[src/rtl/core/hotp_pkg.sv]
// Package: shared types and constants for the one-time password checker.
`timescale 1ns / 1ps
`default_nettype none
package hotp_pkg;
  localparam int unsigned TimeStepDefault = 30;
  localparam int unsigned CodeMod = 1000000;
  localparam int unsigned StepW = 12;

  typedef enum logic [0:0] {
    OP_COUNTER = 1'b0,
    OP_TIME    = 1'b1
  } op_t;

  typedef enum logic [0:0] {
    CFG_KEY_HIGH = 1'b0,
    CFG_KEY_LOW  = 1'b1
  } cfg_idx_t;

  typedef struct packed {
    logic        op;
    logic [63:0] moving_value;
    logic [19:0] code;
  } in_word_t;

  typedef struct packed {
    logic        valid_res;
    logic [19:0] expected_code;
  } out_word_t;

  typedef struct packed {
    logic start;
  } sha_ctl_t;

  localparam logic [159:0] Sha1Iv =
    160'h67452301_EFCDAB89_98BADCFE_10325476_C3D2E1F0;
endpackage
`default_nettype wire

[src/rtl/core/hotp_sha1.sv]
// SHA-1 compression unit: one round per cycle over a 16-word schedule window.
`timescale 1ns / 1ps
`default_nettype none
module hotp_sha1 (
  input  wire logic              clk,
  input  wire logic              rst_n,
  input  wire hotp_pkg::sha_ctl_t ctl,
  input  wire logic [511:0]      blk,
  input  wire logic [159:0]      h_in,
  output logic [159:0]           h_out,
  output logic                   done
);
  import hotp_pkg::*;

  logic [511:0] w_r;
  logic [159:0] st_r, h_r;
  logic [6:0]   rnd_r;
  logic         busy_r, done_r;
  logic [31:0]  a, b, c, d, e, f, k, t, wnew;

  assign a = st_r[159:128];
  assign b = st_r[127:96];
  assign c = st_r[95:64];
  assign d = st_r[63:32];
  assign e = st_r[31:0];

  always_comb begin
    if (rnd_r < 7'd20) begin
      f = (b & c) | (~b & d); k = 32'h5A827999;
    end else if (rnd_r < 7'd40) begin
      f = b ^ c ^ d; k = 32'h6ED9EBA1;
    end else if (rnd_r < 7'd60) begin
      f = (b & c) | (b & d) | (c & d); k = 32'h8F1BBCDC;
    end else begin
      f = b ^ c ^ d; k = 32'hCA62C1D6;
    end
    t = {a[26:0], a[31:27]} + f + e + k + w_r[511:480];
    wnew = w_r[95:64] ^ w_r[255:224] ^ w_r[447:416] ^ w_r[511:480];
    wnew = {wnew[30:0], wnew[31]};
  end

  always_ff @(posedge clk) begin
    if (!rst_n) begin
      busy_r <= 1'b0;
      done_r <= 1'b0;
      rnd_r  <= '0;
    end else begin
      done_r <= 1'b0;
      if (ctl.start) begin
        busy_r <= 1'b1;
        rnd_r  <= '0;
        w_r    <= blk;
        st_r   <= h_in;
        h_r    <= h_in;
      end else if (busy_r) begin
        w_r  <= {w_r[479:0], wnew};
        st_r <= {t, a, {b[1:0], b[31:2]}, c, d};
        if (rnd_r == 7'd79) begin
          busy_r <= 1'b0;
          done_r <= 1'b1;
        end
        rnd_r <= rnd_r + 7'd1;
      end
    end
  end

  assign h_out = {h_r[159:128] + st_r[159:128], h_r[127:96] + st_r[127:96],
                  h_r[95:64] + st_r[95:64], h_r[63:32] + st_r[63:32],
                  h_r[31:0] + st_r[31:0]};
  assign done = done_r;
endmodule
`default_nettype wire

[config.mk]
export PLATFORM = sky130hd
export DESIGN_NAME = hotp_sha1
export DESIGN_NICKNAME = d
export VERILOG_FILES = /design/src/rtl/core/hotp_pkg.sv /design/src/rtl/core/hotp_sha1.sv
export SDC_FILE = /design/constraint.sdc
export NUM_CORES = 2
export LEC_CHECK = 0
export BUFFER_PORTS_ARGS = -buffer_cell sky130_fd_sc_hd__buf_2
export CELL_PAD_IN_SITES_DETAIL_PLACEMENT = 2
export CELL_PAD_IN_SITES_GLOBAL_PLACEMENT = 2
export CORE_AREA = 3 3 335 337
export CTS_BUF_LIST = sky130_fd_sc_hd__clkbuf_2 sky130_fd_sc_hd__clkbuf_4 sky130_fd_sc_hd__clkbuf_8
export CTS_CLUSTER_SIZE = 24
export DETAILED_ROUTE_END_ITERATION = 6
export DIE_AREA = 0 0 338 340
export PLACE_DENSITY_LB_ADDON = 0.08
export RECOVER_POWER = 50
export SLEW_MARGIN = 20
export SYNTH_ARGS = -nofsm -noshare
export SYNTH_HDL_FRONTEND = slang
export SYNTH_SLANG_ARGS = --single-unit
[constraint.sdc]
create_clock -name clk -period 48.2 [get_ports clk]
set_clock_uncertainty 0.15 [all_clocks]
set_input_delay 2.41 -clock clk [delete_from_list [all_inputs] [get_ports clk]]
set_output_delay 2.41 -clock clk [all_outputs]
set_load 0.01 [all_outputs]
# After elaboration in Yosys (flattened, before gate mapping)

Index checks and enable logic that the tools add are counted.

Memories kept: 0
Memory bits (writable): 0
Input port bits: 675
Latch bits: 0
Memory bits (read-only): 0
Word-level logic and storage cells: 54
Output and inout bits: 161
Flip-flop bits (word level): 841

Reduce and logical (&&, ||, !) cells: 5
Divide/modulo/power cells: 0
Equal/unequal tests: 1
Magnitude comparators: 3
Shift operators: 0
Add/subtract/negate cells: 10
Multiply operators: 0
Bitwise operators: 15
Muxes and demuxes: 14

Operators by type and width:

| kind                | count |
|---|---|
| $mux 512            | 2 |
| $mux 160            | 2 |
| $add 32x32->32      | 9 |
| $mux 32             | 5 |
| $xor 32x32->32      | 5 |
| $and 32x32->32      | 4 |
| $or 32x32->32       | 3 |
| $not 32->32         | 1 |
| $mux 31             | 1 |
| $lt 7x6->1 const B  | 2 |
| $add 7x1->7 const B | 1 |
| $eq 7x7->1 const B  | 1 |
| $lt 7x5->1 const B  | 1 |
| $mux 1              | 4 |
| $reduce_and 2->1    | 2 |
| $reduce_or 3->1     | 1 |
| $not 1->1           | 2 |
| $reduce_bool 2->1   | 1 |
| $reduce_or 2->1     | 1 |

# Longest topological paths before layout

Word-level depth: 12
Depth in mapped cells: 25
Depth with buffers taken out: 23

# Worst setup path after synthesis

No wires, ideal clock.

Kind: in2reg
Start point: in ctl
End point: reg st_r[0], enable pin
Path slack: 29154 ps
Setup time: 1105 ps
Cell stages on the path: 3
Buffers on the path: 2
Data required time: 46945 ps
Data arrival time: 17791 ps
Cell sequence: clkbuf_1 -> clkbuf_1 -> o21a_1

Longest elaborated chain between the ends: 2

RTL lines:

| item                        | RTL line        | RTL |
|---|---|---|
| start, declared             | hotp_sha1.sv:7  | `input wire hotp_pkg::sha_ctl_t ctl,` |
| $reduce_bool 2->1 (no line) | -               |  |
| $reduce_and 2->1 (no line)  | -               |  |
| end signal, assigned        | hotp_sha1.sv:53 | `st_r <= h_in;` |
| end signal, assigned        | hotp_sha1.sv:57 | `st_r <= {t, a, {b[1:0], b[31:2]}, c, d};` |
| end, declared               | hotp_sha1.sv:16 | `logic [159:0] st_r, h_r;` |

Every way passes these cells.
A chain may end at the register's enable or synchronous reset.

# Worst setup path after layout

Start point: in ctl
End point: reg rnd_r[3]

Longest elaborated chain between the ends: 1

RTL lines:

| item                      | RTL line        | RTL |
|---|---|---|
| $reduce_or 2->1 (no line) | -               |  |
| end signal, assigned      | hotp_sha1.sv:62 | `rnd_r <= rnd_r + 7'd1;` |
| end, declared             | hotp_sha1.sv:17 | `logic [6:0] rnd_r;` |

Every way passes these cells.

==> metrics.cfg <==
[drt]
vias = 33498
wire_per_inst_um = 29.59
vias_per_cell = 5.504
detail-route-antenna-nets = 0
drt_iter0_drc = 2087
first_pass_iters = 5
wl_um = 180100
drc = 0

[grt]
first_global_vias = 37125
grt_pass1_wl_um = 255100
grt_usage_pct = 30.69
grt_overflow_total = 0
antenna_found_initial = 133
grt_max_degree = 186

[clocking]
htree_levels = 4
cts_sinks = 841
clk_pin_slew_ns = 0.07
clkLatencyLatePin_ns = 0.83
cts_setup_buffers = 0
cts_inserted_buffers = 153
cts_buffer_depth = 3
cts_tree = yes
root_buffer = clkbuf_8
cts_hold_buffers = 0
cts_resized = 0

[logic_synthesis]
yosysTopAreaCell = edfxtp_1
synth_top_area_share_pct = 53.31
synth_cell_types = 77
netlist_area_um2 = 46860
synth-seq-area-share_pct = 53.70
synth_cells = 3500
synth_warnings = 0
syn_area_per_cell_um2 = 13.39
synth_adder_area_share_pct = 10.52
synthTopCellsByArea = edfxtp_1 53%, mux2_2 14%, fa_1 5.3%, ha_1 5.2%, xnor2_1 3.8%
async_flop_share_pct = 0
synth-seq-cells = 841
synth_top_family_by_area = multiplexers
synth_mux_area_share_pct = 14.86
synth_compound_area_share_pct = 8.531
synth_simple_gate_area_share_pct = 4.827
synth-main-ff-cell = edfxtp_1
synth_edf_count = 832
syn_nets = 4494
synth-xor-area-share_pct = 4.878

[place]
dpl.hpwl_um = 138900
post_dp_cell_area_um2 = 52710
port_buffers = 835
gp_congestion = 0.9265

[sta]
slew_violations = 944
worstMarginPinSlew_ns = 7.874
relSlewSlack_pct = -425.0
final.period_utilization_pct = 27.23
finalHoldViolations = 0
whs_ns = 0.3781
finalSetupTns_ns = 0
rsz0062_at_grt = no
fmax_mhz = 76.18
min_period_ns = 13.13
setup_viol = 0

[floorplanning]
initial_core_util_pct = 42.93
die_w_um = 338
row_count = 121
ios = 836
die_area_um2 = 114900
die_h_um = 340
core-area_um2 = 109200

[critical_path]
cp_slowest_cell = clkbuf_1
regToRegSetupSlack_ns = 40.57
path_cells = clkbuf_1, clkbuf_1, inv_1, nand2_1, nor2_1
critical_path_class = primary input to register
cp_common_cell = clkbuf_1
critPathMaxFanout = 157
start_kind = primary input
cp.arrival_ns = 13.64
crit_family = buffers and inverters
endpoint_kind = register
cp.required_ns = 48.72
slowest_delay_ns = 5.65
crit_buf_inv = 3

[power_and_ir_drop]
p_sw_mw = 1.116
clockPowerShare_pct = 24.3
sw_frac_of_total_pct = 38.58
p_per_area_nw_per_um2 = 51.93
comb_power_share_pct = 42.2
power.leakage_nw = 22.06
seq_power_share_pct = 33.5
ir_drop_mv = 0.02578
intPower_mw = 1.776

[run]
drv_cap = 12

[cells_and_area]
fin_util_pct = 51.01
fillers = 10826
seqCellArea_um2 = 25160
area_growth_syn_to_layout_pct = 18.82
multi_input_area_um2 = 20440
fin_nets = 5400
fin_area_um2 = 55680
drive_above_1_share_pct = 33.63

[worst_hold_path]
worstHoldPathType = register to register

[outcome]
violations = max-capacitance violations, max-slew violations
status = finished, violations left

[state kept, by name, summed over array words and instances, names as in the netlist]
register  count
h_r         160
w_r         512
busy_r        1
st_r        160
done          1
rnd_r         7
[placed cells by master (no fill, tap or decap), drive strengths merged, types with 6 or more instances in the layout]
cell type,instances
edfxtp,832
inv,238
o21ai,188
a21o,98
nand3,25
nor2,157
fa,125
a221oi,7
o21bai,21
o31ai,11
mux2i,24
a21oi,148
nand2b,23
diode,84
o211ai,9
clkinv,48
xor2,59
or2,8
a31oi,19
nand2,170
a211o,12
dfxtp,9
a211oi,15
xnor2,202
and3,17
nand4,19
nor2b,23
ha,194
buf,691
mux2,597
a21boi,13
nor3,28
o21a,28
a221o,16
or3,6
o22ai,12
and2,6
clkbuf,374
[metal layers]
| metal | wire length, um | GRT usage, % |
|---|---|---|
| met3 | 11850 | 7.761 |
| met2 | 89690 | 52.33 |
| met4 | 8760 | 13.97 |
| met1 | 69280 | 36.36 |
| met5 | 518 | 0 |
[synthesized netlist by cell type, drive strengths merged, types with 7 or more instances]
cell type,count
a211o,12
a21boi,13
xor2,59
nor2,157
o21ai,188
a211oi,15
nand3,25
mux2i,24
fa,125
clkbuf,87
o21a,28
or2,8
nor3,28
o31ai,11
nand2b,23
o21bai,21
o211ai,9
nand2,170
buf,15
nor2b,23
xnor2,202
a21oi,148
and3,17
nand4,19
ha,194
o22ai,12
edfxtp,832
a21o,98
a221o,16
inv,232
mux2,597
a31oi,19
a221oi,7
dfxtp,9
[power by group through the flow]
stage | sequential [mW] | clock, mW | combinational [mW]
final | 0.970 | 0.701 | 1.22
after floorplan | 0.965 | 0 | 0.812
after global routing | 0.976 | 0.745 | 1.36
after detailed placement | 0.980 | 0 | 1.21
after CTS | 0.966 | 0.712 | 1.23
after global placement | 0.975 | 0 | 1.17
[stage by stage]
stage          setup WS (ns)  power [mW]  instances
3_3_place_gp           41.55       2.148       5727
3_5_place_dp           41.27       2.194       5727
2_1_floorplan          29.15       1.776       3500
6_report               35.07       2.891       6086
5_1_grt                33.92       3.080       6058
4_1_cts                40.62       2.908       6002
[layout make-up]
| cell class | instances | share of cell area, % |
|---|---|---|
| Sequential cell | 841 | 45.19 |
| Multi-Input combinational cell | 2325 | 36.71 |
| Timing Repair Buffer | 853 | 7.409 |
| Clock buffer | 212 | 4.645 |
| Tap cell | 1476 | 3.317 |
| Inverter | 232 | 1.566 |
| Clock inverter | 63 | 0.7843 |
| Antenna cell | 84 | 0.3775 |
[path summary, 6_finish.rpt]
path | startpoint | end | cells after the start
worst max register to register | busy_r | w_r[135] | 3
worst min-delay path | w_r[29] | w_r[61] | 1
worst max-delay path | ctl | rnd_r[3] | 5
worst min register to register | w_r[29] | w_r[61] | 1
[cell families (layout without fill, tap and decap cells)]
kind of cell	Yosys count	after routing
flip-flops	841	841
AO/OA/AOI/OAI	625	625
multiplexers	621	621
AND/OR/NAND/NOR	499	499
buffers and inverters	334	1360
adder cells (fa/ha/maj)	319	319
XOR/XNOR	261	261
other	0	84
(Power assumes the default switching activity.)
